===== src/sgpk_pkg.sv =====
// ----------------------------------------------------------------------------
// sgpk_pkg
// Shared widths, register codes and types of the softened gravity pair kick.
// ----------------------------------------------------------------------------
package sgpk_pkg;

   localparam int CHUNK_W    = 32;
   localparam int MUL_LAT    = 3;
   localparam int AXES       = 3;
   localparam int LANES      = 2 * AXES;
   localparam int POS_W      = 32;
   localparam int MASS_W     = 32;
   localparam int CFG_W      = 32;
   localparam int K_W        = MASS_W + 2 * CFG_W;
   localparam int KICK_W     = 48;
   localparam int MAG_W      = KICK_W - 1;
   localparam int KICK_SHIFT = 8;
   localparam int CSR_ADDR_W = 4;

   localparam logic [1:0] REG_TIME_STEP  = 2'd0;
   localparam logic [1:0] REG_GRAV_CONST = 2'd1;
   localparam logic [1:0] REG_SOFTENING  = 2'd2;
   localparam logic [1:0] REG_METERS     = 2'd3;

   localparam logic [CFG_W-1:0] TIME_STEP_RST  = 32'd65536;
   localparam logic [CFG_W-1:0] GRAV_CONST_RST = 32'd1;
   localparam logic [CFG_W-1:0] SOFTENING_RST  = 32'd0;
   localparam logic [CFG_W-1:0] METERS_RST     = 32'd65536;

   typedef logic [KICK_W-1:0] kick_type;

endpackage


===== src/sgpk_mul.sv =====
// ----------------------------------------------------------------------------
// sgpk_mul
// Pipelined unsigned multiplier: 32x32 partial products, then row and final sums.
// ----------------------------------------------------------------------------
module sgpk_mul #(
   parameter int A_W = 32,
   parameter int B_W = 32
) (
   input  logic               clock,
   input  logic               en,
   input  logic [A_W-1:0]     a,
   input  logic [B_W-1:0]     b,
   output logic [A_W+B_W-1:0] p
);
   import sgpk_pkg::*;

   localparam int NA = (A_W + CHUNK_W - 1) / CHUNK_W;
   localparam int NB = (B_W + CHUNK_W - 1) / CHUNK_W;
   localparam int RW = CHUNK_W * (NA + 2);
   localparam int FW = RW + CHUNK_W * NB;

   logic [NA*CHUNK_W-1:0] a_x;
   logic [NB*CHUNK_W-1:0] b_x;
   logic [2*CHUNK_W-1:0]  pp_ff [NB][NA];
   logic [RW-1:0]         row_in [NB];
   logic [RW-1:0]         row_ff [NB];
   logic [FW-1:0]         sum_in;
   logic [FW-1:0]         sum_ff;

   assign a_x = (NA*CHUNK_W)'(a);
   assign b_x = (NB*CHUNK_W)'(b);

   // even and odd partial products do not overlap within a row
   always_comb begin : row_sum
      logic [RW-1:0] ev;
      logic [RW-1:0] od;
      for (int j = 0; j < NB; j++) begin
         ev = '0;
         od = '0;
         for (int i = 0; i < NA; i++) begin
            if (i % 2 == 0) begin
               ev[CHUNK_W*i +: 2*CHUNK_W] = pp_ff[j][i];
            end else begin
               od[CHUNK_W*i +: 2*CHUNK_W] = pp_ff[j][i];
            end
         end
         row_in[j] = ev + od;
      end
   end

   always_comb begin
      sum_in = '0;
      for (int j = 0; j < NB; j++) begin
         sum_in = sum_in + (FW'(row_ff[j]) << (CHUNK_W * j));
      end
   end

   always_ff @(posedge clock) begin
      if (en) begin
         for (int j = 0; j < NB; j++) begin
            for (int i = 0; i < NA; i++) begin
               pp_ff[j][i] <= a_x[CHUNK_W*i +: CHUNK_W] * b_x[CHUNK_W*j +: CHUNK_W];
            end
            row_ff[j] <= row_in[j];
         end
         sum_ff <= sum_in;
      end
   end

   assign p = sum_ff[A_W+B_W-1:0];

endmodule


===== config.mk =====
export PLATFORM = sky130hd
export DESIGN_NAME = sgpk_mul
export DESIGN_NICKNAME = d
export VERILOG_FILES = /design/src/sgpk_pkg.sv /design/src/sgpk_mul.sv
export SDC_FILE = /design/constraint.sdc
export NUM_CORES = 2
export LEC_CHECK = 0
export BUFFER_PORTS_ARGS = -buffer_cell sky130_fd_sc_hd__buf_2
export CORE_MARGIN = 3
export CORE_UTILIZATION = 55
export CTS_BUF_LIST = sky130_fd_sc_hd__clkbuf_4
export DETAILED_ROUTE_END_ITERATION = 8
export GPL_TIMING_DRIVEN = 0
export PLACE_DENSITY = 0.72
export SLEW_MARGIN = 20
export SYNTH_ARGS = -nofsm -noshare
export SYNTH_HDL_FRONTEND = slang
export SYNTH_SLANG_ARGS = --single-unit

===== constraint.sdc =====
create_clock -name clock -period 26.2 [get_ports clock]
set_input_delay 5.24 -clock clock [delete_from_list [all_inputs] [get_ports clock]]
set_output_delay 5.24 -clock clock [all_outputs]
set_load 0.05 [all_outputs]

* Word-level counts from Yosys, hierarchy flattened
Memory sizes are Yosys's and may differ from the RTL's. A register that Yosys moved wholly into a read port is not among the register bits.
Index checks and enable logic that the tools add are counted.
** Storage, ports and cells
- Register bits after elaboration :: 0
- Bits in latches :: 0
- Bits in writable memories :: 128
- ROM bits :: 0
- Memories kept :: 2
** Memory list
- pp_ff :: words 1, bits a word 64, read ports 1, clocked after Yosys merged registers in 0, write ports 1, line sgpk_mul.sv:24 : logic [2*CHUNK_W-1:0] pp_ff [NB][NA];
- row_ff :: words 1, bits a word 64, read ports 1, clocked after Yosys merged registers in 1, write ports 1, line sgpk_mul.sv:26 : logic [RW-1:0] row_ff [NB];
** Cells by class
- Add/sub/neg operators :: 0
- Multiply operators :: 1
- Divide/modulo/power cells :: 0
- Magnitude comparators :: 0
- Equality and inequality tests :: 0
- Shift-type cells :: 0
- Muxes and demuxes :: 2
- Bitwise operators :: 0
- Reductions and logical operators :: 0
** Operators with widths (count)
- 32-bit by 32-bit multiplier with 64-bit output :: 1
- 1-bit 2-to-1 mux :: 2

* Longest topological paths before layout
- Word-level depth :: 2
- Gate-level depth with buffers :: 30
- Gate-level depth less buffers :: 28

* Least setup slack after synthesis
No wires, ideal clock.
- Path kind :: input port to flip-flop
- Start :: in b[17]
- End :: mem pp_ff[0][62] in the netlist's numbering, data pin
- Arrival time :: 11924 ps
- Required time :: 25938 ps
- Setup slack :: 14015 ps
- Stages :: 26
- Path buffers :: 2
- Cells stage by stage :: clkbuf_1 > and2_1 > fa_1 > inv_1 > fa_1 > inv_1 > fa_1 > inv_1 > fa_1 > inv_1 > fa_1 > fa_1 > fa_1 > fa_1 > ha_1 > buf_2 > a21oi_1 > o21ai_1 > a2111oi_0 > o21bai_1 > a221oi_1 > o221ai_1 > a311o_1 > a21oi_1 > o21ai_1 > xor2_1
** On the way
- Longest elaborated chain between the ends :: 1
** RTL lines
- from (decl) :: line sgpk_mul.sv:12 : input logic [B_W-1:0] b,
- 32-bit by 32-bit multiplier with 64-bit output :: line sgpk_mul.sv:62 : pp_ff[j][i] <= a_x[CHUNK_W*i +: CHUNK_W] * b_x[CHUNK_W*j +: CHUNK_W];
- to (decl) :: line sgpk_mul.sv:24
No other way between the ends.

* Final worst setup path
- Start :: in b[9]
- End :: mem pp_ff[0][62] in the netlist's numbering, data pin
The elaborated chain is that of the path after synthesis.

==> results.md <==
* Placed cells at 4949
* Post-synth top area cell: fa_1
* First-pass GRT wire length at between 150 and 200 mm
* Num rows at 97
* Worst Hold Class: register to register
* Vias per cell at 5.64
* # H-tree levels at 4
* Top cells by area, synth: fa_1 46%, edfxtp_1 15%, and2_1 9.6%
* Synth unique cells at 56
* Total Wirelength at approximately 130 mm
* Final Hold Vio Count at 0
* YS warnings at 0
* WS Path Type: input pin to register
* Layout cells sized above 1 at 4.63%
* Die Wd at between 200 and 300 um
* Syn Std Cell Area at 39100 um2
* Period Utilization, post-route at around 51%
* CTS tree: built
* CTS sink cnt at 192
* Finished Layout Cells at roughly 5000
* Worst R2R Start: row_ff[0][47]$_DFFE_PP_
* DR pass1 iterations at 7
* Vias in the first global route at 29384
* Tmin final at between 10 and 15 ns
* Ys flop type: edfxtp_1
* Post_cts resized at 0
* GPL Wtd Cong at between 1 and 1.5
* Synth top cells by count: 896 x fa_1, 862 x inv_1, 601 x and2_1
* # DRC at 0
* Post-synthesis cell count at between 3000 and 4000
* Area Growth Syn to Fin at 5.64%
* DIE HEIGHT at between 200 and 300 um
* Vias at 28139
* Worst clock skew at ~0.017 ns
* WL/cell at 25.1 um
* Clk root buf: clkbuf_4
* Worst Tran Pin Value at 1.20 ns
* Worst path slowest cell: clkbuf_1
* Setup crit end kind: register
* FFs w/ async S/R, synth at 0%
* Number of enable flip-flop cells after synthesis at around 190
* Slew Viols, Final at 0
* CP Launch Point: b[9]
* Clock Path Buffers at 2
* Most used cell, CP: fa_1
* Largest net degree at the start of global routing at about 110
* DP HPWL at 107 mm
* Final setup fails at 0
* Post-route setup TNS at 0 ns
* Fmax achieved at between 70 and 80 MHz
* Initial antenna violation count at 8
* Rel. slew slack at 20.2%
* Fin area at between 40000 and 50000 um2
* Arr. time, crit path at around 14 ns
* Core area at 70100 um2
* Post-synth top area share at 45.9%
* Routed Antenna Nets at 0
* Min-Delay Startpoint: row_ff[0][30]$_DFFE_PP_
* CP max stage delay at around 0.79 ns
* Setup bufs post-CTS at 0
* Flops & latches, synth at 192
* Overall Global Routing Usage at about a third
* Crit path max fanout at 10
* Avg Inst Size Synth at slightly above 10 um2
* DRT iter0 DRCs at between 2000 and 3000
* Seq/Total Area, Yosys at 14.8%
* Max_cap viols at 0
* IO Pins at 130
* Placed Area at just over 40000 um2
* Total CTS buffers at 17
* Reg clk slew, reported paths at approximately 0.17 ns
* Worst setup SP type: input pin
* Worst skew pair latency at around 0.56 ns
* Syn nets at about 5100
* Grt ovf at 0
* Layout Nets at between 5000 and 6000
* CTS Hold Bufs at 0
* Die ar. at roughly 74000 um2
* RSZ-0062 raised after global routing: no
* Status: complete, no violations
* IO buf count at ~130
* Fill count at 6184
* Initial Util at a little under three fifths
* Top-count cell post-synth: fa_1
* CP required at about 27 ns
==> worst max-delay path: cells and delay by family <==
kind | cells | cell delay, ns
simple gates | 1 | 0.27
xor+xnor | 1 | 0.17
fa+ha+maj | 9 | 4.32
compound gates | 9 | 2.41
buf+inv | 5 | 1.32
==> layout make-up <==
type	instances	area [um2]	share of cell area [%]
flip-flops and latches	192	5770	14.0
inverters	862	3240	7.84
plain buffers	224	865	2.09
clock buffers	17	128	0.309
multi-input cells	2601	29200	70.8
repair buffers	130	683	1.65
clock inverters	15	203	0.491
diodes	6	15.0	0.0364
well taps	940	1180	2.85
==> placed cells by master (no fill, tap or decap), types with 2 or more instances in the layout <==
cell / count
o21ai_0: 30
clkbuf_1: 211
clkbuf_2: 2
clkinv_8: 5
o21ai_1: 10
edfxtp_1: 192
a21boi_0: 4
and3_1: 9
o211ai_1: 2
nand4_1: 24
o221ai_1: 2
a21o_1: 32
o21a_1: 5
a2111oi_0: 2
and2_1: 601
a311o_1: 2
clkinv_4: 2
inv_6: 4
diode_2: 6
buf_2: 136
o31ai_1: 2
xnor2_1: 37
ha_1: 263
a21oi_1: 73
clkbuf_4: 17
nor2_1: 31
xor2_1: 26
nand3_1: 16
a31oi_1: 9
fa_1: 896
nor3_1: 6
inv_8: 2
buf_4: 3
nor2b_1: 7
or3_1: 2
o21bai_1: 14
a41oi_1: 3
inv_1: 862
nand2b_1: 3
nand2_1: 468
==> worst paths after layout <==
kind	endpoint	slack, ns	depth (start not counted)
max	pp_ff[0][62]$_DFFE_PP_	12.81	25
min	sum_ff[30]$_DFFE_PP_	0.43	0
max reg2reg	sum_ff[47]$_DFFE_PP_	25.53	0
min reg2reg	sum_ff[30]$_DFFE_PP_	0.43	0
==> logic make-up after synthesis <==
| family | after synthesis | share of synthesized area, % |
|---|---|---|
| AO/OA/AOI/OAI | 206 | 3.46 |
| AND/OR/NAND/NOR | 1173 | 15.6 |
| buffers and inverters | 1086 | 10.5 |
| XOR/XNOR | 63 | 1.41 |
| adder cells (fa/ha/maj) | 1159 | 54.3 |
| flip-flops | 192 | 14.8 |
==> sequential cells by signal, indices dropped and copies added, names as in the netlist <==
signal  flops
pp_ff      64
sum_ff     64
row_ff     64
==> stage by stage <==
| stage | setup WS (ns) | hold slack [ns] | util (%) |
|---|---|---|---|
| 6_report | 12.81 | 0.430 | 58.8 |
| 5_1_grt | 12.67 | 0.430 | 58.8 |
| 4_1_cts | 13.05 | 0.425 | 58.8 |
| 3_5_place_dp | 12.36 | 0.405 | 58.4 |
| 3_3_place_gp | 12.41 | 0.401 | 58.3 |
| 2_1_floorplan | 14.01 | 0.400 | - |
==> per-layer routing <==
layer	wire length [um]	global-route usage, %
met1	47100	45.1
met4	7240	16.3
met3	14200	9.56
met2	56700	54.4
met5	15	0
Power is not shown: default switching activity piles up to over one toggle a cycle in this logic, so the estimate is an artifact.
