--- src/sgpk_sqrt.sv ---
// ----------------------------------------------------------------------------
// sgpk_sqrt
// Pipelined integer square root, one root bit per stage, floor result.
// ----------------------------------------------------------------------------
module sgpk_sqrt #(
   parameter int X_W = 8,
   localparam int R_W = (X_W + 1) / 2
) (
   input  logic           clock,
   input  logic           en,
   input  logic [X_W-1:0] x,
   output logic [R_W-1:0] root
);

   localparam int XE = 2 * R_W + 1;

   logic [XE-1:0]  x_in [R_W];
   logic [XE-1:0]  x_ff [R_W];
   logic [R_W-1:0] r_in [R_W];
   logic [R_W-1:0] r_ff [R_W];

   // (r + 2^b)^2 - r^2 = r*2^(b+1) + 2^(2b)
   always_comb begin : stages
      logic [XE-1:0]  xi;
      logic [XE-1:0]  cand;
      logic [R_W-1:0] ri;
      int             b;
      for (int k = 0; k < R_W; k++) begin
         if (k == 0) begin
            xi = XE'(x);
            ri = '0;
         end else begin
            xi = x_ff[k-1];
            ri = r_ff[k-1];
         end
         b    = R_W - 1 - k;
         cand = (XE'(ri) << (b + 1)) | (XE'(1) << (2 * b));
         if (xi >= cand) begin
            x_in[k] = xi - cand;
            r_in[k] = ri | (R_W'(1) << b);
         end else begin
            x_in[k] = xi;
            r_in[k] = ri;
         end
      end
   end

   always_ff @(posedge clock) begin
      if (en) begin
         for (int k = 0; k < R_W; k++) begin
            x_ff[k] <= x_in[k];
            r_ff[k] <= r_in[k];
         end
      end
   end

   assign root = r_ff[R_W-1];

endmodule

--- config.mk ---
export PLATFORM = sky130hd
export DESIGN_NAME = sgpk_sqrt
export DESIGN_NICKNAME = d
export VERILOG_FILES = /design/src/sgpk_sqrt.sv
export SDC_FILE = /design/constraint.sdc
export NUM_CORES = 1
export LEC_CHECK = 0
export BUFFER_PORTS_ARGS = -buffer_cell sky130_fd_sc_hd__buf_2
export CAP_MARGIN = 30
export CELL_PAD_IN_SITES_DETAIL_PLACEMENT = 2
export CELL_PAD_IN_SITES_GLOBAL_PLACEMENT = 2
export CORE_MARGIN = 2
export CORE_UTILIZATION = 25
export DETAILED_ROUTE_END_ITERATION = 8
export GPL_TIMING_DRIVEN = 1
export PLACE_DENSITY = 0.51
export SYNTH_ARGS = -nofsm -noshare
export SYNTH_HDL_FRONTEND = slang
export SYNTH_SLANG_ARGS = --single-unit
--- constraint.sdc ---
create_clock -name clock -period 2.4 [get_ports clock]
set_input_delay 0.24 -clock clock [delete_from_list [all_inputs] [get_ports clock]]
set_output_delay 0.24 -clock clock [all_outputs]
set_load 0.05 [all_outputs]
### After elaboration in Yosys (flattened, before gate mapping)

Memories as Yosys holds them, arrays and structs flattened.
Cells that the tools add are included.

| cells by class | value |
|---|---|
| $add $sub $neg | 4 |
| magnitude comparators | 4 |
| multiplexer cells | 10 |

Operator list:

| operator | number |
|---|---|
| 9-bit two-way mux | 4 |
| 9-bit by 5-bit >= comparator with 1-bit output | 1 |
| 9-bit by 6-bit >= comparator with 1-bit output | 1 |
| 9-bit by 7-bit >= comparator with 1-bit output | 1 |
| 8-bit by 7-bit subtractor with 9-bit output, second input constant | 1 |
| 9-bit by 5-bit subtractor with 9-bit output | 1 |
| 9-bit by 6-bit subtractor with 9-bit output | 1 |
| 9-bit by 7-bit subtractor with 9-bit output | 1 |
| 8-bit by 7-bit >= comparator with 1-bit output, second input constant | 1 |
| 4-bit two-way mux | 1 |
| 1-bit two-way mux | 3 |
| 3-bit two-way mux | 1 |
| 2-bit two-way mux | 1 |

| storage, ports and cells | value |
|---|---|
| input bits | 10 |
| logic and storage cells | 20 |
| output and inout bits | 4 |
| bits in registers | 0 |
| memories | 2 |
| bits in writable memories | 52 |

Memory list:

| memory | words | width | read ports | clocked after memory_dff | wr ports | line | text |
|---|---|---|---|---|---|---|---|
| x_ff | 4 | 9 | 3 | 0 | 4 | 18 | `logic [XE-1:0] x_ff [R_W];` |
| r_ff | 4 | 4 | 4 | 0 | 4 | 20 | `logic [R_W-1:0] r_ff [R_W];` |

### Logic depth before layout (Yosys ltp)

Gate-level depths: netlist (run 1).
An unclocked memory read counts as a cell.

| logic depth | value |
|---|---|
| word-level depth | 3 |
| mapped depth | 6 |
| depth with buffers taken out | 6 |

### Least setup slack after synthesis (run 1)

No wires, ideal clock.

| timing path | value |
|---|---|
| kind | register to register |
| start | memory x_ff[1][5] in the netlist's numbering |
| end | memory x_ff[2][4] in the netlist's numbering, data pin |
| buffers on the path | 0 |
| period minus slack after synthesis | 1937 ps |
| data arrival time | 1676 ps |
| setup slack | 463 ps |
| cell stages (with the launch flop) | 6 |
| library setup time | 260 ps |
| required time | 2140 ps |
| cells stage by stage | edfxtp_1 > ha_1 > or4_4 > a21oi_4 > nand2_4 > mux2_4 |

RTL lines:

| item | line |
|---|---|
| start, declared | 18 |

==> run summary, run 1 <==
status - finished, final reports clean
Iteration-0 DRC Markers - 13
Flop pwr share - 52.8%
share of layout cells above drive strength 1 - 23.5%
Root Buffer - clkbuf_8
Req. time, crit path - 2440 ps
Distinct cells, synth - 30
worst IR drop on VDD - 220 uV
WL per Instance - 13.8 um
fin crit period - 2050 ps
n_diodes - 0
ANT nets after route - 0
headroom to the max-slew limit - 44.7%
Setup TNS Final - 0 ps
GRT Overall Usage - 9.32%
Net Sw Power - 0.357 mW
maximum number of pins on one net before global-route repair - 38
io pins - 14
combinational fraction of design power - 13.7%
via-per-instance ratio - 4.46
crit share post-route - 85.6%
Compound-Gate Fraction of Synth Area - 8.59%
Seq cells post-synth - 37
Initial DRT Pass Iterations - 5
total routed wirelength - 2950 um
die area - 7370 um^2
max cap viols - 0
critical path class - register to register
Post-route DRC - 0
remaining global-route overflow - 0
Ys Warns - 0
Slew Limit Fails - 0
switching share of power - 23.1%
worst-margin pin slew - 829 ps
Final setup viols - 0
mapped cell area - 1670 um^2
Fmax achieved - 0.487 GHz
via count - 951
hold bufs inserted after CTS - 0
CP max FO - 4
simple-gate share of the synthesized area - 8.00%
PwrDens - 795 nW/um^2
Hold WC Path Type - input port to register
Clock Power Share - 33.5%
crit end category - register
Die H - 85.8 um
number of global-route vias before repair - 1062
Initial Util - 26.1%
# rows - 29
Final Hold Viols - 0
nets - 155
Worst Skew - 8.08 ps
area grow syn2layout - 16.0%
critical path's slowest cell - or4_4
H-tree levels - 2
crit path cell chain - ha_1 -> or4_4 -> a21oi_4 -> nand2_4 -> mux2_4
commonest non-fill, non-tap cells in the layout - edfxtp_1, inv_1, buf_2
Clk pin slew, worst setup/hold paths - 70 ps
global-route wire length before repair - 5110 um
Die Wd - 85.8 um
largest family of logic cells by synthesized area - compound AO/OA/AOI/OAI gates
Core Region - 6420 um^2
Synth Area in Adders - 7.47%
Sink Count - 37
commonest non-fill, non-tap cell in the layout - edfxtp_1
Synthesized Nets - 135
CTS Buf Count - 5
later-pin clock latency in the skew report - 290 ps
CTS tree - done
clk buf depth - 2
mux contribution to synthesized area - 4.11%
Synth Area in XOR/XNOR - 2.09%
Power Internal - 1.19 mW
P_leak - 0.753 nW
Power Total - 1.54 mW
initial antenna violation count - 0
Syn Inst Count - 115
sequential area share after synthesis - 66.4%
RSZ-0062 raised after global routing - no
dpl hpwl - 2210 um
RePlAce Congestion - 0.747
worst path arrival time - 2100 ps
postcts setup bufs - 0
# resized after CTS - 0
syn avg cell area - 14.6 um^2
IO buf count - 13
slowest stage delay, CP - 570 ps
Critical Path Source Type - register
## registers in the layout (all words and copies together), names as in the netlist
signal and cells:
r_ff 10, x_ff 27
## worst paths after layout
path                            startpoint          to  cells after the start  slack (ps)
worst min-delay path                  x[4]  x_ff[0][4]                      1         120
worst max register to register  x_ff[1][5]  x_ff[2][4]                      5         350
worst min register to register  r_ff[2][3]  r_ff[3][3]                      0         450
worst max-delay path            x_ff[1][5]  x_ff[2][4]                      5         350
## stage by stage
stage / std cells / hold slack (ps) / worst slack [ps] / util (%) / cell area (um^2)
final: 213 / 122 / 346 / 30.2 / 1940
after global routing: 213 / 106 / 182 / 30.2 / 1940
after CTS: 213 / 103 / 341 / 30.2 / 1940
after detailed placement: 205 / 419 / 344 / 28.6 / 1840
after global placement: 205 / 416 / 366 / 28.6 / 1840
after floorplan: 115 / 339 / 463 / - / 1670
## power groups by stage
stage / Combinational [mW] / Sequential [mW] / Clock, mW
global route: 0.243 / 0.824 / 0.569
global placement: 0.209 / 0.829 / 0
CTS: 0.219 / 0.817 / 0.546
floorplan: 0.142 / 0.833 / 0
detailed placement: 0.218 / 0.832 / 0
finish: 0.211 / 0.816 / 0.517
## layout make-up
type,count,area [um^2]
clock buffers,6,72.6
flip-flops and latches,37,1110
repair buffers,13,65.1
well taps,77,96.3
multi-input cells,64,510
clock inverters,2,33.8
inverters,14,52.6
fillers,671,4480
## metal layers
metal / vias to the layer above / global-route usage, % / wire length [um]
met5: - / 0 / 0
met4: 0 / 5.63 / 73
met3: 7 / 2.98 / 101
met2: 19 / 16.3 / 1550
met1: 466 / 9.69 / 1220
li1: 459 / - / -
## cells in the mapped netlist
master	count	share of area (%)
and4bb_2	1	0.75
o21ai_0	5	1.5
and2b_2	1	0.52
inv_1	14	3.1
mux2_2	3	2.0
a31o_2	1	0.52
edfxtp_1	37	66
xnor2_1	4	2.1
nand2_1	4	0.90
mux2i_1	2	1.2
or4_4	1	0.67
o21a_1	4	1.8
nand2_4	1	0.67
nand3_1	1	0.30
a21oi_4	1	0.97
nand4_1	1	0.37
or2_2	1	0.37
ha_1	10	7.5
a21o_1	1	0.45
nor3_1	4	1.2
conb_1	1	0.22
o21ai_2	1	0.52
and2_1	1	0.37
mux2_4	1	0.90
a21oi_1	4	1.2
o221a_2	1	0.67
nor2b_1	2	0.75
nor2_1	5	1.1
a211oi_1	1	0.45
a41oi_1	1	0.52
## cell families (layout without fill, tap and decap cells)
kind of cell	after synthesis	count (layout)
XOR/XNOR	4	4
buffers and inverters	14	35
adder cells (fa/ha/maj)	10	10
multiplexers	6	6
other	1	1
AO/OA/AOI/OAI	20	20
AND/OR/NAND/NOR	23	23
flip-flops	37	37
## worst max-delay path: cells and delay by family, from the launching register on
| kind | cells | cell delay [ps] |
|---|---|---|
| DFF | 1 | 410 |
| adders and majority gates | 1 | 250 |
| and+or+nand+nor | 2 | 660 |
| AOI/OAI and AO/OA | 1 | 190 |
| muxes | 1 | 310 |
Note: power is estimated with default switching activity, not from simulation.
==> run 2: changes to the inputs <==
--- a/config.mk
+++ b/config.mk
@@ -11,9 +11,11 @@
 export CELL_PAD_IN_SITES_GLOBAL_PLACEMENT = 2
 export CORE_MARGIN = 2
 export CORE_UTILIZATION = 25
+export CTS_BUF_LIST = sky130_fd_sc_hd__clkbuf_16
 export DETAILED_ROUTE_END_ITERATION = 8
 export GPL_TIMING_DRIVEN = 1
 export PLACE_DENSITY = 0.51
 export SYNTH_ARGS = -nofsm -noshare
 export SYNTH_HDL_FRONTEND = slang
 export SYNTH_SLANG_ARGS = --single-unit
+export TNS_END_PERCENT = 50
==> constraint.sdc (replaced) <==
create_clock -name clock -period 1.95 [get_ports clock]
set_input_delay 0.195 -clock clock [delete_from_list [all_inputs] [get_ports clock]]
set_output_delay 0.195 -clock clock [all_outputs]
set_load 0.05 [all_outputs]
==> run 2 against run 1 <==
Via count increased by 1.5%. Worst hold slack got worse by 31 ps. Combinational power increased by 36%. Fmax rose by 9.7%. Largest cell class unchanged. Highest routed layer unchanged.
==> run summary, run 2 (synthesis gave the netlist of run 1 again) <==
Top reg by flops - x_ff
Critical Path Source Type - register
dpl hpwl - 2460 um
total routed wirelength - 3170 um
Root Buffer - clkbuf_16
biggest regs - x_ff x27, r_ff x10
Req. time, crit path - 1980 ps
PwrDens - 1060 nW/um^2
area grow syn2layout - 23.4%
Core Region - 6420 um^2
Worst Skew - 3.25 ps
Filler cells - 666
postcts setup bufs - 0
RSZ-0062 raised after global routing - no
P_leak - 0.819 nW
Clk pin slew, worst setup/hold paths - 60 ps
IO buf count - 13
commonest non-fill, non-tap cell in the layout - edfxtp_1
critical path's slowest cell - edfxtp_1
commonest non-fill, non-tap cells in the layout - edfxtp_1, inv_1, buf_2
DP Area - 1900 um^2
via-per-instance ratio - 4.41
Fmax achieved - 0.534 GHz
crit end category - register
cell count after placement - 212
Crit path buffers/inverters - 1
Setup WS pre-CTS - -28.6 ps
critical path class - register to register
GRT Overall Usage - 9.66%
global-route wire length before repair - 5420 um
Power Total - 2.18 mW
CTS tree - done
crit path cell chain - inv_1 -> ha_1 -> and4bb_2 -> a21oi_4 -> nand2_4 -> mux2_4
io pins - 14
remaining global-route overflow - 0
n_diodes - 0
delay-heaviest family, CP - simple AND/OR/NAND/NOR gates
nets - 162
initial antenna violation count - 0
Die H - 85.8 um
crit share post-route - 96.1%
RePlAce Congestion - 0.697
WHS - 90.7 ps
worst IR drop on VDD - 361 uV
ANT nets after route - 0
slowest stage delay, CP - 350 ps
share of layout cells above drive strength 1 - 28.9%
status - finished, final reports clean
die area - 7370 um^2
maximum number of pins on one net before global-route repair - 21
fin crit period - 1870 ps
non-filler cells, final - 219
number of global-route vias before repair - 1113
# rows - 29
Iteration-0 DRC Markers - 19
Sink Count - 37
Hold WC Path Type - input port to register
Die Wd - 85.8 um
worst path arrival time - 1900 ps
Initial DRT Pass Iterations - 5
Final setup viols - 0
Final Hold Viols - 0
Slew Limit Fails - 0
via count - 965
fin area - 2070 um^2
Initial Util - 26.1%
max reg flops - 27
setup ws final - 76.9 ps
CTS Buf Count - 5
max cap viols - 0
H-tree levels - 2
later-pin clock latency in the skew report - 280 ps
WL per Instance - 14.5 um
clk buf depth - 2
Post-route DRC - 0
CP max FO - 4
run 2: worst paths after layout:
path	startpoint	to	slack [ps]	cells past startpoint
hold / removal	x[5]	x_ff[0][5]	90	1
setup reg to reg	r_ff[1][3]	x_ff[2][4]	80	6
setup / recovery	r_ff[1][3]	x_ff[2][4]	80	6
hold reg to reg	r_ff[0][3]	r_ff[1][3]	460	0
run 2: metal layers:
metal | vias up | track usage, % | wire, um
li1 | 471 | - | -
met3 | 4 | 2.60 | 100
met2 | 16 | 17.3 | 1710
met5 | - | 0 | 0
met4 | 0 | 3.46 | 29
met1 | 474 | 11.0 | 1330
run 2: power by group:
part / internal [mW] / switching, mW / total [mW]
Sequential: 0.970 / 0.0386 / 1.01
Combinational: 0.137 / 0.151 / 0.288
Clock: 0.593 / 0.294 / 0.887
run 2: layout make-up:
cell class / count / area (um^2) / share of cell area [%]
clock inverter: 2 / 35.0 / 1.70
inverter: 14 / 52.6 / 2.54
sequential: 37 / 1110 / 53.8
multi-input combinational: 64 / 515 / 25.0
clock buffer: 5 / 125 / 6.06
tap: 77 / 96.3 / 4.66
timing repair buffer: 20 / 130 / 6.30
run 2: per-stage QoR:
| step | TNS [ps] | util, % |
|---|---|---|
| after detailed placement | -66.2 | 29.6 |
| after floorplan | 0 | - |
| final | 0 | 32.2 |
| after global placement | 0 | 29.6 |
| after global routing | 0 | 32.2 |
| after CTS | 0 | 32.1 |
run 2: worst register-to-register path: stages (launching register included):
cell and delay, ps:
edfxtp_1 350, inv_1 50, ha_1 340, and4bb_2 300, a21oi_4 220, nand2_4 70
mux2_4 300
run 2: what timing repair did:
| item | in CTS | in global routing |
|---|---|---|
| hold buffers | 0 | 0 |
| resized for setup | 0 | 2 |
| pin swaps | 1 | 0 |
| cloned | 0 | 0 |
| setup endpoints to repair | 5 | 6 |
==> run 3: changes to the inputs <==
--- a/config.mk
+++ b/config.mk
@@ -10,11 +10,11 @@
 export CELL_PAD_IN_SITES_DETAIL_PLACEMENT = 2
 export CELL_PAD_IN_SITES_GLOBAL_PLACEMENT = 2
 export CORE_MARGIN = 2
-export CORE_UTILIZATION = 25
+export CORE_UTILIZATION = 41
 export CTS_BUF_LIST = sky130_fd_sc_hd__clkbuf_16
 export DETAILED_ROUTE_END_ITERATION = 8
 export GPL_TIMING_DRIVEN = 1
-export PLACE_DENSITY = 0.51
+export PLACE_DENSITY = 0.76
 export SYNTH_ARGS = -nofsm -noshare
 export SYNTH_HDL_FRONTEND = slang
 export SYNTH_SLANG_ARGS = --single-unit
==> run 3 against run 2 <==
Die area down 37%. Combinational power up 3%. Power up 0.77%. Via count up 2.0%. Global-route usage up 7.2 points. Register-to-register slack worse by 40 ps. Sequential power about the same. Clock power up 0.9%. Final area down 1.8%. Setup slack worse by 38 ps. Flip-flop and latch count unchanged.
==> run summary, run 3 (synthesis gave the netlist of run 1 again) <==
maximum number of pins on one net before global-route repair - 38
Sink Count - 37
area grow syn2layout - 21.2%
Filler cells - 381
biggest regs - x_ff x27, r_ff x10
CP max FO - 4
slowest stage delay, CP - 380 ps
global-route wire length before repair - 5240 um
PwrDens - 1080 nW/um^2
crit share post-route - 98.0%
# rows - 23
critical path class - register to register
uppermost layer routed - met4
Initial DRT Pass Iterations - 2
total routed wirelength - 3350 um
Power Internal - 1.70 mW
Critical Path Source Type - register
crit path cell chain - inv_1 -> ha_2 -> and4bb_2 -> a21oi_4 -> nand2_4 -> mux2_4
Top reg by flops - x_ff
Iteration-0 DRC Markers - 51
die area - 4610 um^2
Die Wd - 67.9 um
cell count after placement - 184
Clock Power Share - 40.7%
nets - 162
Core Region - 3970 um^2
max reg flops - 27
Final Hold Viols - 0
Slew Limit Fails - 0
number of global-route vias before repair - 1102
wire length on met1 - 1310 um
setup ws final - 38.9 ps
Root Buffer - clkbuf_16
Power Total - 2.20 mW
clk buf depth - 2
remaining global-route overflow - 0
io pins - 14
worst IR drop on VDD - 553 uV
ANT nets after route - 0
RePlAce Congestion - 0.834
WHS - 85.6 ps
initial antenna violation count - 0
RSZ-0062 raised after global routing - yes
critical path's slowest cell - edfxtp_1
Clk pin slew, worst setup/hold paths - 60 ps
worst path arrival time - 1940 ps
Net Sw Power - 0.501 mW
Final setup viols - 0
stages on the worst setup path - 6
dpl hpwl - 2270 um
CTS tree - done
switching share of power - 22.8%
max cap viols - 0
combinational fraction of design power - 13.5%
hold bufs inserted after CTS - 0
P_leak - 0.817 nW
cells on worst reg2reg path - 6
commonest non-fill, non-tap cells in the layout - edfxtp_1, inv_1, buf_2
Flop pwr share - 45.8%
status - finished, final reports clean
IO buf count - 13
H-tree levels - 2
delay-heaviest family, CP - flip-flops
CTS Buf Count - 5
met2 routed WL - 1830 um
Post-route DRC - 0
crit end category - register
fin area - 2030 um^2
later-pin clock latency in the skew report - 280 ps
Fmax achieved - 0.523 GHz
DP Area - 1850 um^2
Worst Skew - 7.13 ps
Hold WC Path Type - input port to register
via count - 984
WL per Instance - 17.4 um
share of layout cells above drive strength 1 - 29.4%
n_diodes - 0
fin crit period - 1910 ps
Initial Util - 42.2%
non-filler cells, final - 193
Setup WS pre-CTS - -149 ps
via-per-instance ratio - 5.10
GRT Overall Usage - 16.8%
Die H - 67.9 um
WHS Path Cells - 1
met3 routed WL - 108 um
Crit path buffers/inverters - 1
Req. time, crit path - 1980 ps
commonest non-fill, non-tap cell in the layout - edfxtp_1
run 3: metal layers:
metal	vias up	global-route usage, %
met4	0	11.3
li1	472	-
met5	-	0
met2	18	30.9
met3	8	5.10
met1	486	16.1
run 3: repair_timing:
action	in CTS	in global routing
resized for setup	2	2
setup buffers	1	0
gates cloned	0	0
setup endpoints to repair	6	7
pin swaps	1	0
run 3: final cells by class:
cell class	count	area (um^2)	share of cell area, %
clock inverters	3	37.5	1.85
well taps	50	62.6	3.08
multi-input cells	64	522	25.7
inverters	14	52.6	2.59
clock buffers	5	125	6.17
repair buffers	20	118	5.80
flip-flops and latches	37	1110	54.8
run 3: power groups by stage:
stage,Clock (mW),Combinational (mW),Sequential (mW)
after detailed placement,0,0.283,1.02
final,0.895,0.297,1.01
after global routing,0.931,0.327,1.02
after CTS,0.911,0.299,1.01
after floorplan,0,0.175,1.03
after global placement,0,0.264,1.02
run 3: path summary, 6_finish.rpt:
| path | startpoint | endpoint | slack, ps |
|---|---|---|---|
| setup / recovery | r_ff[1][3] | x_ff[2][4] | 40 |
| hold / removal | x[4] | x_ff[0][4] | 90 |
| setup reg to reg | r_ff[1][3] | x_ff[2][4] | 40 |
| hold reg to reg | r_ff[0][3] | r_ff[1][3] | 450 |
run 3: stage by stage:
step / setup TNS, ps / util [%]
floorplan: 0 / -
global placement: 0 / 46.5
detailed placement: -154 / 46.5
CTS: 0 / 50.9
global route: -3.62 / 51.1
finish: 0 / 51.1
