**src/sgpk_div.sv**
```systemverilog
// ----------------------------------------------------------------------------
// sgpk_div
// Pipelined restoring divider with overflow check, one quotient bit per stage.
// ----------------------------------------------------------------------------
module sgpk_div #(
   parameter int N_W = 16,
   parameter int D_W = 16,
   parameter int Q_W = 8
) (
   input  logic           clock,
   input  logic           en,
   input  logic [N_W-1:0] num,
   input  logic [D_W-1:0] den,
   output logic [Q_W-1:0] quo,
   output logic           ovf
);

   localparam int X_W = (N_W > D_W + Q_W + 1) ? N_W : D_W + Q_W + 1;

   logic [X_W-1:0] rem_in [Q_W+1];
   logic [X_W-1:0] rem_ff [Q_W+1];
   logic [D_W-1:0] den_in [Q_W+1];
   logic [D_W-1:0] den_ff [Q_W+1];
   logic [Q_W-1:0] q_in   [Q_W+1];
   logic [Q_W-1:0] q_ff   [Q_W+1];
   logic           ovf_in [Q_W+1];
   logic           ovf_ff [Q_W+1];

   always_comb begin : stages
      logic [X_W-1:0] sh;
      int             b;
      rem_in[0] = X_W'(num);
      den_in[0] = den;
      q_in[0]   = '0;
      ovf_in[0] = X_W'(num) >= (X_W'(den) << Q_W);
      for (int k = 1; k <= Q_W; k++) begin
         b         = Q_W - k;
         sh        = X_W'(den_ff[k-1]) << b;
         den_in[k] = den_ff[k-1];
         ovf_in[k] = ovf_ff[k-1];
         if (rem_ff[k-1] >= sh) begin
            rem_in[k] = rem_ff[k-1] - sh;
            q_in[k]   = q_ff[k-1] | (Q_W'(1) << b);
         end else begin
            rem_in[k] = rem_ff[k-1];
            q_in[k]   = q_ff[k-1];
         end
      end
   end

   always_ff @(posedge clock) begin
      if (en) begin
         for (int k = 0; k <= Q_W; k++) begin
            rem_ff[k] <= rem_in[k];
            den_ff[k] <= den_in[k];
            q_ff[k]   <= q_in[k];
            ovf_ff[k] <= ovf_in[k];
         end
      end
   end

   assign quo = q_ff[Q_W];
   assign ovf = ovf_ff[Q_W];

endmodule

```
**config.mk**
```make
export PLATFORM = sky130hd
export DESIGN_NAME = sgpk_div
export DESIGN_NICKNAME = d
export VERILOG_FILES = /design/src/sgpk_div.sv
export SDC_FILE = /design/constraint.sdc
export NUM_CORES = 1
export LEC_CHECK = 0
export ABC_AREA = 1
export BUFFER_PORTS_ARGS = -buffer_cell sky130_fd_sc_hd__clkbuf_2
export CAP_MARGIN = 20
export CORE_MARGIN = 2
export CORE_UTILIZATION = 25
export DETAILED_ROUTE_END_ITERATION = 16
export GPL_TIMING_DRIVEN = 0
export HOLD_SLACK_MARGIN = 0.12
export SLEW_MARGIN = 5
export SYNTH_ARGS = -nofsm -noshare
export SYNTH_HDL_FRONTEND = slang
export SYNTH_SLANG_ARGS = --single-unit
```
**constraint.sdc**
```tcl
create_clock -name clock -period 2.47 [get_ports clock]
set_input_delay 0.247 -clock clock [delete_from_list [all_inputs] [get_ports clock]]
set_output_delay 0.247 -clock clock [all_outputs]
set_load 0.01 [all_outputs]
```
### Word-level counts from Yosys, hierarchy flattened

Memory sizes are Yosys's and may differ from the RTL's.
Cells that the tools add are included.

| word-level totals | value |
|---|---|
| bits in registers | 0 |
| RAM bits | 450 |
| bits of input ports | 34 |
| memories | 4 |
| output and inout port bits | 9 |

Memory list:

| memory | words | width | read ports | clocked after memory_dff | write ports | line | RTL |
|---|---|---|---|---|---|---|---|
| rem_ff | 9 | 25 | 8 | 0 | 9 | 21 | `logic [X_W-1:0] rem_ff [Q_W+1];` |
| den_ff | 9 | 16 | 8 | 0 | 9 | 23 | `logic [D_W-1:0] den_ff [Q_W+1];` |
| q_ff | 9 | 8 | 9 | 0 | 9 | 25 | `logic [Q_W-1:0] q_ff [Q_W+1];` |
| ovf_ff | 9 | 1 | 9 | 0 | 9 | 27 | `logic ovf_ff [Q_W+1];` |

| cells by class | value |
|---|---|
| order comparisons | 9 |
| add/sub/neg operators | 8 |
| multiplexer cells | 18 |

Operator list:

| kind | number |
|---|---|
| two-way mux 25 bit | 8 |
| >= comparator 25 x 16 -> 1 bit | 1 |
| >= comparator 25 x 17 -> 1 bit | 1 |
| >= comparator 25 x 18 -> 1 bit | 1 |
| >= comparator 25 x 19 -> 1 bit | 1 |
| >= comparator 25 x 20 -> 1 bit | 1 |
| >= comparator 25 x 21 -> 1 bit | 1 |
| >= comparator 25 x 22 -> 1 bit | 1 |
| >= comparator 25 x 23 -> 1 bit | 1 |
| subtractor 25 x 16 -> 25 bit | 1 |
| subtractor 25 x 17 -> 25 bit | 1 |
| subtractor 25 x 18 -> 25 bit | 1 |
| subtractor 25 x 19 -> 25 bit | 1 |
| subtractor 25 x 20 -> 25 bit | 1 |
| subtractor 25 x 21 -> 25 bit | 1 |
| subtractor 25 x 22 -> 25 bit | 1 |
| subtractor 25 x 23 -> 25 bit | 1 |
| >= comparator 16 x 24 -> 1 bit | 1 |
| two-way mux 8 bit | 1 |
| two-way mux 7 bit | 1 |
| two-way mux 6 bit | 1 |
| two-way mux 5 bit | 1 |
| two-way mux 4 bit | 1 |
| two-way mux 1 bit | 3 |
| 2 further kinds | 2 |

### Logic depth before layout (Yosys ltp)

Gate-level depths: netlist of run 1.
An unclocked memory read counts as a cell.

| logic depth | value |
|---|---|
| depth in word-level cells | 3 |
| gate-level depth with buffers | 15 |

### Worst setup path after synthesis of run 1

OpenSTA, ideal clock, no wires.

| path | value |
|---|---|
| path kind | flip-flop to flip-flop |
| start | memory rem_ff[0][151] in the netlist's numbering |
| end | memory rem_ff[0][194] in the netlist's numbering (data pin) |
| arrival time | 1.893 ns |
| library setup time | 0.256 ns |
| clock period less this slack | 2.149 ns |
| cell stages (with the launch flop) | 14 |
| setup slack | 0.321 ns |
| path buffers | 1 |
| cell sequence | edfxtp_1 inv_1 ha_1 inv_1 fa_1 nand2_1 nand3_1 nand3_1 nand2_2 nand2_1 nand3_2 nor2_4 buf_4 a21oi_1 |

RTL lines:

| item | line |
|---|---|
| start, declared | 21 |

==> results of run 1 <==
-- routing by layer --
layer  wire length (µm)  part of all wire [%]  GRT usage, %
met3               1630                   2.9          1.66
met4               3210                   5.7          6.24
met2              28400                    51          23.0
met1              22800                    41          13.5
met5                  0                     0             0
-- where the power goes --
| group | internal, µW | leakage, µW | total [µW] | switching, µW |
|---|---|---|---|---|
| Clock | 3750 | 0.000657 | 6270 | 2510 |
| Sequential | 7950 | 0.00354 | 8490 | 540 |
| Combinational | 2400 | 0.00822 | 6850 | 4450 |
-- worst min path at each step --
stage	cells past startpoint	endpoint	startpoint	slack, ns
4_1_cts	1	den_ff[0][10]	en	0.25
3_5_place_dp	0	q_ff[3][7]	q_ff[2][7]	0.40
2_1_floorplan	0	den_ff[0][0]	den[0]	0.35
5_1_grt	1	den_ff[0][14]	en	0.29
3_3_place_gp	0	q_ff[7][3]	q_ff[6][3]	0.40
6_report	1	den_ff[0][14]	en	0.23
-- kinds of logic (layout without fill, tap and decap cells) --
| logic type | Yosys count | count (layout) | share of synthesized area, % |
|---|---|---|---|
| adder cells (fa/ha/maj) | 136 | 136 | 7.85 |
| XOR/XNOR | 58 | 58 | 2.27 |
| buffers and inverters | 547 | 707 | 9.64 |
| flip-flops | 364 | 364 | 48.9 |
| AO/OA/AOI/OAI | 140 | 140 | 3.31 |
| AND/OR/NAND/NOR | 1519 | 1519 | 28.0 |
-- sequential cells by signal, indices dropped and copies added, names as in the netlist --
register	cells
rem_ff	191
ovf_ff	9
den_ff	128
q_ff	36
-- metrics by stage --
stage | hold slack [ns] | instances | setup TNS (ns) | instance area, µm² | setup slack [ns]
floorplan | 0.346 | 2764 | 0 | 22300 | 0.321
global placement | 0.403 | 3971 | -1715.09 | 24000 | -4.75
detailed placement | 0.405 | 3974 | -11.20 | 24100 | -0.297
CTS | 0.255 | 4082 | 0 | 25900 | 0.0120
global route | 0.293 | 4089 | -0.745 | 26200 | -0.108
finish | 0.233 | 4089 | 0 | 26200 | 0.0557
-- what timing repair did --
| action | CTS | global route |
|---|---|---|
| setup endpoints to repair | 71 | 104 |
| hold buffers | 32 | 0 |
| gates cloned | 2 | 0 |
| resized for setup | 21 | 42 |
| pin swaps | 4 | 6 |
| setup buffers | 7 | 7 |
| hold endpoints to repair | 32 | 0 |
-- cell type report --
type / instances / area, µm²
Buffer: 19 / 195
Clock buffer: 45 / 998
Clock inverter: 22 / 347
Fill cell: 9414 / 62300
Inverter: 528 / 1990
Multi-Input combinational cell: 1853 / 9460
Sequential cell: 364 / 10900
Tap cell: 1165 / 1460
Timing Repair Buffer: 93 / 779
-- cells in the final DEF, fill, tap and decap left out, drive strengths merged, types with 32 or more instances in the layout --
cell type    Yosys  final
xor2            47     47
dlygate4sd3      0     32
buf             19     37
nor2           217    217
a21oi           87     87
nand2         1043   1043
clkbuf           0     87
inv            527    528
ha             129    129
o21ai           46     46
nand3          158    158
edfxtp         364    364
==> metrics.log, run 1 <==
[metrics] outcome: completed
[metrics] Worst path max stage delay: 0.41 ns
[metrics] clock skew after layout: 0.0149 ns
[metrics] Unique masters post-synth: 39
[metrics] number of vias per cell: 4.23
[metrics] cell with the largest stage delay on the worst path: sky130_fd_sc_hd__edfxtp_1
[metrics] number of buffers inserted during clock tree synthesis: 39
[metrics] cell type group with the largest total delay on the critical path: simple AND/OR/NAND/NOR gates
[metrics] endpoints failing hold: 0
[metrics] total number of vias: 17.3k
[metrics] number of global-route vias before repair: 17.4k
[metrics] slew at the pin closest to its max-slew limit: 0.592 ns
[metrics] Worst Setup EP: rem_ff[0][143]
[metrics] post-synthesis instance area: 22,300 µm²
[metrics] most frequent cell after synthesis: sky130_fd_sc_hd__nand2_1
[metrics] leakage power of the design: 0.0124 µW
[metrics] most used flip-flop cell after synthesis: sky130_fd_sc_hd__edfxtp_1
[metrics] share of final-layout standard cells stronger than drive strength 1: 7.59%
[metrics] post-layout power: 21,600 µW
[metrics] clk buf depth: 3
[metrics] share of flip-flops with an asynchronous set or reset after synthesis: 0%
[metrics] worst slew margin relative to its limit: 60.1%
[metrics] Avg Synthesized Cell Area: 8.08 µm²
[metrics] TritonCTS clock tree: yes
[metrics] worst r2r src: rem_ff[0][114]
[metrics] clock transition at the registers of the reported paths: 0.06 ns
[metrics] synthesis-to-layout area growth: 17.1%
[metrics] TritonRoute pass-1 iters: 5
[metrics] signal arrival time at the worst endpoint: 2.73 ns
[metrics] antenna diode count: 0
[metrics] CP Launch Type: register
[metrics] synthesized net count: 2,934
[metrics] nature of the critical path endpoint: register
[metrics] number of synthesized flops with an enable pin: 364
[metrics] Total Wirelength: 56.1 mm
[metrics] Post-DRT Antenna Nets: 0
[metrics] proportion of synthesized chip area in sequential cells: 48.9%
[metrics] final setup violation count: 0
[metrics] die height: 303 µm
[metrics] cell mode on critical path: sky130_fd_sc_hd__nand2_1
[metrics] total of buffers placed on input and output ports: 42
[metrics] worst setup path start: rem_ff[0][114]
[metrics] HP Class: in -> reg
[metrics] power density over the cells: 826 nW/µm²
[metrics] number of remaining DRC errors: 0
[metrics] number of synthesized register bits: 364
[metrics] largest area contributor in the netlist: sky130_fd_sc_hd__edfxtp_1
[metrics] max-slew violations: 0
[metrics] Gate Count Post-Synth: 2,764
[metrics] die footprint: 91,800 µm²
[metrics] worst path buffer plus inverter count: 3
[metrics] drt initial violations: 747
[metrics] unrepaired setup endpoints after global routing: true
[metrics] total routing usage reported by global routing: 12.3%
[metrics] worst vdd ir: 0.000491 V
[metrics] post-DR wirelength/cell: 13.7 µm
[metrics] final estimated routing congestion in global placement: 0.870
[metrics] highest clock rate: 0.414 GHz
[metrics] level count of the clock H-tree: 2
[metrics] end-of-flow core utilization: 29.6%
[metrics] Cell Chain, Critical Path: ha_2 > nand2_1 > inv_1 > nand2_1 > nor3_1 > nand2_2 > nand2_2 > nand2_2 > nand2_4 > inv_4 > buf_6 > nand2_1 > nand2_1
[metrics] data required time at the worst endpoint: 2.79 ns
[metrics] worst skew pair latency: 0.57 ns
[metrics] type of the setup path with the least slack: reg -> reg
[metrics] worst reg2reg endpoint: rem_ff[0][143]
[metrics] Worst Path Max Fanout: 10
[metrics] leading post-synthesis cells by cell area: sky130_fd_sc_hd__edfxtp_1, sky130_fd_sc_hd__nand2_1, sky130_fd_sc_hd__inv_1
[metrics] most frequent cells after synthesis: sky130_fd_sc_hd__nand2_1, sky130_fd_sc_hd__inv_1, sky130_fd_sc_hd__edfxtp_1
[metrics] global-route wire length before repair: 88.5 mm
[metrics] post-detailed-placement half-perimeter wirelength: 44.3 mm
[metrics] clk sinks: 364
[metrics] effective utilization at floorplan: 25.2%
[metrics] cell at the root of the clock tree: sky130_fd_sc_hd__clkbuf_16
[metrics] largest net degree at the start of global routing: 111
[metrics] share of the synthesized area in the top cell type: 48.9%
[metrics] number of core rows: 109
[metrics] residual overflow from global routing: 0
[metrics] max-cap violation count: 0
[metrics] core outline area: 88,500 µm²
[metrics] R2R setup slack: 0.06 ns
[metrics] yosys warns: 0
[metrics] Total Nets Final: 3,068
[metrics] critical path depth: 13
[metrics] horizontal die dimension: 303 µm
[metrics] fraction of the cycle the final worst path needs: 97.7%
[metrics] logic depth of the worst register-to-register path: 13
[metrics] number of antenna violations at the first check in global routing: 0
[metrics] Period minus WS final: 2.41 ns
[metrics] Ports: 43
(Power assumes the default switching activity.)
==> inputs of run 2 (changes only) <==
--- a/config.mk
+++ b/config.mk
@@ -10,9 +10,11 @@
 export CAP_MARGIN = 20
 export CORE_MARGIN = 2
 export CORE_UTILIZATION = 25
+export CTS_CLUSTER_SIZE = 12
 export DETAILED_ROUTE_END_ITERATION = 16
 export GPL_TIMING_DRIVEN = 0
 export HOLD_SLACK_MARGIN = 0.12
+export RECOVER_POWER = 50
 export SLEW_MARGIN = 5
 export SYNTH_ARGS = -nofsm -noshare
 export SYNTH_HDL_FRONTEND = slang
==> metrics.log, run 2 (synthesized netlist as in run 1, its figures left out) <==
[metrics] outcome: completed
[metrics] power density over the cells: 804 nW/µm² (-2.7%)
[metrics] end-of-flow core utilization: 29.2% (-0.31 points)
[metrics] effective utilization at floorplan: 25.2% (unchanged)
[metrics] residual overflow from global routing: 0 (unchanged)
[metrics] number of antenna violations at the first check in global routing: 0 (unchanged)
[metrics] core outline area: 88,500 µm² (unchanged)
[metrics] grt met1 use: 13.5% (about the same)
[metrics] leakage power of the design: 0.0122 µW (-1.6%)
[metrics] worst reg2reg endpoint: rem_ff[0][143]
[metrics] worst r2r src: rem_ff[0][114]
[metrics] most common library cell in the layout ignoring fill and taps: sky130_fd_sc_hd__nand2_1
[metrics] HP Class: in -> reg
[metrics] clk buf depth: 3 (unchanged)
[metrics] cell with the largest stage delay on the worst path: sky130_fd_sc_hd__edfxtp_1
[metrics] clock transition at the registers of the reported paths: 0.06 ns (about the same)
[metrics] largest registers ranked by flip-flop count: rem_ff: 191 flops, den_ff: 128 flops, q_ff: 36 flops
[metrics] worst path buffer plus inverter count: 3 (unchanged)
[metrics] highest clock rate: 0.412 GHz (-0.55%)
[metrics] layer carrying the most global-route usage: met2
[metrics] Worst Setup EP: rem_ff[0][143]
[metrics] clock skew after layout: 0.0145 ns (-0.000403 ns)
[metrics] met2 routing resource usage after global routing: 23.0% (about the same)
[metrics] Worst Path Max Fanout: 10 (unchanged)
[metrics] type of the setup path with the least slack: reg -> reg
[metrics] horizontal die dimension: 303 µm (unchanged)
[metrics] most frequent cells in the layout: sky130_fd_sc_hd__nand2_1, sky130_fd_sc_hd__inv_1, sky130_fd_sc_hd__edfxtp_1, sky130_fd_sc_hd__nor2_1, sky130_fd_sc_hd__nand3_1
[metrics] final setup violation count: 0 (unchanged)
[metrics] global-route wire length before repair: 88.4 mm (about the same)
[metrics] antenna diode count: 0 (unchanged)
[metrics] TritonCTS clock tree: yes
[metrics] Total Wirelength: 56.2 mm (+0.16%)
[metrics] synthesis-to-layout area growth: 15.8%
[metrics] post-DR wirelength/cell: 13.7 µm (+0.26%)
[metrics] Cell Chain, Critical Path: ha_2 > nand2_1 > inv_1 > nand2_1 > nor3_1 > nand2_2 > nand2_2 > nand2_2 > nand2_4 > inv_4 > buf_6 > nand2_1 > nand2_1
[metrics] fraction of the cycle the final worst path needs: 98.3% (+0.54 points)
[metrics] Period minus WS final: 2.43 ns (+0.0133 ns)
[metrics] total number of vias: 17.3k (+0.087%)
[metrics] worst vdd ir: 0.000520 V (+5.9%)
[metrics] die footprint: 91,800 µm² (unchanged)
[metrics] signal arrival time at the worst endpoint: 2.73 ns (about the same)
[metrics] clk sinks: 364 (unchanged)
[metrics] largest net degree at the start of global routing: 111 (unchanged)
[metrics] critical path depth: 13 (unchanged)
[metrics] flip-flop count of the largest register after layout: 191 (unchanged)
[metrics] aggregate negative setup slack: 0 ns (unchanged)
[metrics] final estimated routing congestion in global placement: 0.870 (unchanged)
[metrics] nature of the critical path endpoint: register
[metrics] cell mode on critical path: sky130_fd_sc_hd__nand2_1
[metrics] worst skew pair latency: 0.56 ns (about the same)
[metrics] cell at the root of the clock tree: sky130_fd_sc_hd__clkbuf_16
[metrics] die height: 303 µm (unchanged)
[metrics] cell type group with the largest total delay on the critical path: simple AND/OR/NAND/NOR gates
[metrics] worst slew margin relative to its limit: 0.568% (-60 points)
[metrics] endpoints failing hold: 0 (unchanged)
[metrics] logic depth of the worst register-to-register path: 13 (unchanged)
[metrics] register with the highest flop count: rem_ff
[metrics] slew at the pin closest to its max-slew limit: 1.49 ns (+0.899 ns)
[metrics] number of global-route vias before repair: 17.3k (-0.37%)
[metrics] number of core rows: 109 (unchanged)
[metrics] post-detailed-placement half-perimeter wirelength: 44.3 mm (unchanged)
[metrics] max-slew violations: 0 (unchanged)
[metrics] number of remaining DRC errors: 0 (unchanged)
[metrics] number of buffers inserted during clock tree synthesis: 39 (unchanged)
[metrics] CP Launch Type: register
[metrics] data required time at the worst endpoint: 2.77 ns (-0.02 ns)
[metrics] total routing usage reported by global routing: 12.2% (-0.048 points)
[metrics] number of vias per cell: 4.24 (+0.18%)
[metrics] R2R setup slack: 0.04 ns (about the same)
[metrics] level count of the clock H-tree: 2 (unchanged)
[metrics] max-cap violation count: 0 (unchanged)
[metrics] worst setup path start: rem_ff[0][114]
[metrics] share of final-layout standard cells stronger than drive strength 1: 6.44% (-1.2 points)
[metrics] Worst path max stage delay: 0.41 ns (about the same)
[metrics] Ports: 43 (unchanged)
[metrics] Post-DRT Antenna Nets: 0 (unchanged)
[metrics] drt initial violations: 776 (+3.9%)
[metrics] total of buffers placed on input and output ports: 42 (unchanged)
[metrics] TritonRoute pass-1 iters: 5 (unchanged)
[metrics] Total Nets Final: 3,068 (unchanged)
[metrics] global-route met3 utilization: 1.60% (-0.057 points)
run 2: changes by cell type in the layout (fill, tap and decap cells not counted), sizes merged:
cell / previous run / this run
bufinv: 8 / 1
clkbuf: 87 / 94
clkinv: 13 / 16
clkinvlp: 1 / 0
buf: 37 / 31
run 2: cell type report:
cell class	instances	area, µm²
buffer	19	195
clock buffer	46	1000
clock inverter	17	140
fill	9456	62600
inverter	528	1990
multi-input combinational	1853	9470
sequential	364	10900
tap	1165	1460
timing repair buffer	93	701
run 2: power by group:
group / internal (µW) / switching (µW)
sequential: 7960 / 538
combinational: 2380 / 4450
clock: 3000 / 2460
total: 13300 / 7450
run 2: worst min-delay path by stage:
stage | cells after the start | slack (ns) | startpoint | to
3_5_place_dp | 0 | 0.40 | q_ff[2][7] | q_ff[3][7]
5_1_grt | 1 | 0.29 | en | den_ff[0][14]
3_3_place_gp | 0 | 0.40 | q_ff[6][3] | q_ff[7][3]
6_report | 1 | 0.26 | en | den_ff[0][14]
2_1_floorplan | 0 | 0.35 | den[0] | den_ff[0][0]
4_1_cts | 1 | 0.27 | en | den_ff[0][10]
run 2: metrics by stage:
| stage | worst slack, ns | power (µW) | hold WS [ns] | cell area, µm² | instances |
|---|---|---|---|---|---|
| finish | 0.0424 | 20800 | 0.256 | 25900 | 4085 |
| global route | -0.107 | 22300 | 0.287 | 25900 | 4085 |
| CTS | 0.0180 | 20900 | 0.272 | 25700 | 4078 |
| detailed placement | -0.297 | 15200 | 0.405 | 24100 | 3974 |
| global placement | -4.75 | 15300 | 0.403 | 24000 | 3971 |
| floorplan | 0.321 | 13300 | 0.346 | 22300 | 2764 |
run 2: layer usage:
metal,part of all wire [%],vias to the layer above
met5,0,-
li1,-,9035
met2,51,305
met3,2.8,165
met1,41,7813
met4,5.5,0
run 2: repair_timing:
item	4_1_cts	5_1_grt
gates cloned	2	0
resized for setup	21	43
setup endpoints to repair	68	103
endpoints found under the hold margin	32	0
pin swaps	4	6
hold buffers	32	0
setup buffers	7	7
==> inputs of run 3 (changes only) <==
--- a/config.mk
+++ b/config.mk
@@ -8,6 +8,7 @@
 export ABC_AREA = 1
 export BUFFER_PORTS_ARGS = -buffer_cell sky130_fd_sc_hd__clkbuf_2
 export CAP_MARGIN = 20
+export CORE_ASPECT_RATIO = 1.1
 export CORE_MARGIN = 2
 export CORE_UTILIZATION = 25
 export CTS_CLUSTER_SIZE = 12
==> metrics.log, run 3 (synthesized netlist as in run 1, its figures left out) <==
[metrics] number of buffers inserted during clock tree synthesis: 42 (+7.7%)
[metrics] number of global-route vias before repair: 17.3k (+0.040%)
[metrics] logic depth of the worst register-to-register path: 14 (+1)
[metrics] number of remaining DRC errors: 0 (unchanged)
[metrics] drt initial violations: 811 (+4.5%)
[metrics] Ports: 43 (unchanged)
[metrics] number of core rows: 115 (+5.5%)
[metrics] HP Class: in -> reg
[metrics] effective utilization at floorplan: 25.1% (-0.16 points)
[metrics] outcome: completed
[metrics] most common library cell in the layout ignoring fill and taps: sky130_fd_sc_hd__nand2_1
[metrics] Period minus WS final: 2.40 ns (-0.0246 ns)
[metrics] post-DR wirelength/cell: 13.7 µm (about the same)
[metrics] number of vias per cell: 4.19 (-1.2%)
[metrics] worst vdd ir: 0.000674 V (+30%)
[metrics] most frequent cells in the layout: sky130_fd_sc_hd__nand2_1, sky130_fd_sc_hd__inv_1, sky130_fd_sc_hd__edfxtp_1, sky130_fd_sc_hd__nor2_1, sky130_fd_sc_hd__nand3_1
[metrics] final std cell area, no fill: 26,200 µm² (+1.2%)
[metrics] Total Wirelength: 56.3 mm (+0.30%)
[metrics] total number of vias: 17.2k (-0.83%)
[metrics] clk sinks: 364 (unchanged)
[metrics] power density over the cells: 821 nW/µm² (+2.2%)
[metrics] Worst Hold End: den_ff[0][27]
[metrics] die height: 318 µm (+4.8%)
[metrics] R2R setup slack: 0.07 ns (+0.02 ns)
[metrics] data required time at the worst endpoint: 2.79 ns (+0.02 ns)
[metrics] antenna diode count: 0 (unchanged)
[metrics] startpoint of the lowest-slack hold path: en
[metrics] Hold Slack: 0.262 ns (+0.00676 ns)
[metrics] register with the highest flop count: rem_ff
[metrics] final setup violation count: 0 (unchanged)
[metrics] global-route wire length before repair: 88.3 mm (-0.10%)
[metrics] Post-DRT Antenna Nets: 0 (unchanged)
[metrics] signal arrival time at the worst endpoint: 2.73 ns (about the same)
[metrics] placed cell areas: 24,100 µm² (about the same)
[metrics] clock transition at the registers of the reported paths: 0.06 ns (about the same)
[metrics] share of final-layout standard cells stronger than drive strength 1: 6.55% (+0.11 points)
[metrics] total of buffers placed on input and output ports: 42 (unchanged)
[metrics] max-cap violation count: 0 (unchanged)
[metrics] Worst Path Max Fanout: 10 (unchanged)
[metrics] total routing usage reported by global routing: 12.3% (+0.028 points)
[metrics] die footprint: 91,800 µm² (about the same)
[metrics] instance count along the most critical hold path: 1 (unchanged)
[metrics] worst skew pair latency: 0.59 ns (+0.03 ns)
[metrics] CP Launch Type: register
[metrics] leakage power of the design: 0.0123 µW (+0.93%)
[metrics] Total Nets Final: 3,070 (+0.065%)
[metrics] endpoints failing hold: 0 (unchanged)
[metrics] level count of the clock H-tree: 2 (unchanged)
[metrics] cell at the root of the clock tree: sky130_fd_sc_hd__clkbuf_16
[metrics] residual overflow from global routing: 0 (unchanged)
[metrics] worst slew margin relative to its limit: 10.8% (+10 points)
[metrics] end-of-flow core utilization: 29.4% (+0.16 points)
[metrics] worst r2r src: den_ff[0][76]
[metrics] TritonCTS clock tree: yes
[metrics] largest registers ranked by flip-flop count: rem_ff: 191 flops, den_ff: 128 flops, q_ff: 36 flops
[metrics] slew at the pin closest to its max-slew limit: 1.34 ns (-0.153 ns)
[metrics] worst reg2reg endpoint: rem_ff[0][143]
[metrics] core outline area: 89,100 µm² (+0.63%)
[metrics] clk buf depth: 3 (unchanged)
[metrics] largest net degree at the start of global routing: 107 (-3.6%)
[metrics] highest clock rate: 0.416 GHz (+1.0%)
[metrics] final estimated routing congestion in global placement: 0.905 (+4.0%)
[metrics] type of the setup path with the least slack: reg -> reg
[metrics] TritonRoute pass-1 iters: 5 (unchanged)
[metrics] synthesis-to-layout area growth: 17.2%
[metrics] aggregate negative setup slack: 0 ns (unchanged)
[metrics] clock skew after layout: 0.0177 ns (+0.00320 ns)
[metrics] fraction of the cycle the final worst path needs: 97.3% (-1.0 points)
[metrics] post-detailed-placement half-perimeter wirelength: 45.0 mm (+1.4%)
[metrics] number of antenna violations at the first check in global routing: 0 (unchanged)
[metrics] nature of the critical path endpoint: register
[metrics] flip-flop count of the largest register after layout: 191 (unchanged)
[metrics] max-slew violations: 0 (unchanged)
[metrics] horizontal die dimension: 289 µm (-4.6%)
run 3: changes by cell type in the layout (fill, tap and decap cells not counted), sizes merged:
cell,before,now
inv,528,527
clkinv,16,27
clkbuf,94,91
bufinv,1,4
run 3: worst max-delay path by stage:
stage	from	to	slack (ns)	depth (start not counted)
finish	den_ff[0][76]	rem_ff[0][143]	0.07	14
global route	den_ff[0][91]	rem_ff[0][163]	-0.02	12
CTS	rem_ff[0][55]	rem_ff[0][99]	-0.0002	13
detailed placement	rem_ff[0][55]	rem_ff[0][99]	-0.43	13
global placement	en	den_ff[0][112]	-4.74	1
floorplan	rem_ff[0][151]	rem_ff[0][194]	0.32	13
run 3: layout make-up:
| type | count | area, µm² |
|---|---|---|
| timing repair buffer | 92 | 711 |
| multi-input combinational | 1853 | 9520 |
| fill | 9450 | 62900 |
| buffer | 19 | 195 |
| inverter | 528 | 1990 |
| sequential | 364 | 10900 |
| clock buffer | 44 | 1060 |
| tap | 1170 | 1460 |
| clock inverter | 30 | 314 |
run 3: layer usage:
layer / vias to the layer above / part of all wire [%] / global-route usage [%]
met5: - / 0 / 0
met4: 0 / 5.3 / 6.31
met3: 148 / 2.8 / 1.54
met2: 327 / 53 / 23.8
met1: 7654 / 38 / 12.6
li1: 9045 / - / -
run 3: timing repair:
action	CTS	global route
pin swaps	6	5
setup buffers	11	2
endpoints found under the setup margin	79	114
hold buffers	32	0
gates resized for setup	24	42
hold endpoints to repair	32	0
cloned	2	0
run 3: report_power, final:
| part | switching, µW | leakage [µW] | internal [µW] |
|---|---|---|---|
| clock | 2570 | 0.000670 | 3560 |
| sequential | 534 | 0.00354 | 7960 |
| combinational | 4490 | 0.00812 | 2390 |
run 3: stage by stage:
| step | std cells | worst slack (ns) | total power [µW] |
|---|---|---|---|
| after global placement | 3976 | -4.74 | 15300 |
| after CTS | 4098 | -0.000217 | 21600 |
| after global routing | 4100 | -0.0216 | 23000 |
| after detailed placement | 3979 | -0.431 | 15300 |
| after floorplan | 2764 | 0.321 | 13300 |
| final | 4100 | 0.0670 | 21500 |
run 3: worst max-delay path, stage by stage (launching register included):
cell and delay, ns:
sky130_fd_sc_hd__edfxtp_1 0.38, sky130_fd_sc_hd__inv_1 0.06, sky130_fd_sc_hd__ha_1 0.36, sky130_fd_sc_hd__nand2_1 0.07
sky130_fd_sc_hd__inv_1 0.11, sky130_fd_sc_hd__nand2_1 0.13, sky130_fd_sc_hd__nor3_1 0.22, sky130_fd_sc_hd__nand2_2 0.14
sky130_fd_sc_hd__nand2_2 0.11, sky130_fd_sc_hd__nand2_2 0.07, sky130_fd_sc_hd__nand2_4 0.12, sky130_fd_sc_hd__inv_4 0.07
sky130_fd_sc_hd__buf_6 0.15, sky130_fd_sc_hd__nand2_1 0.06, sky130_fd_sc_hd__nand2_1 0.07
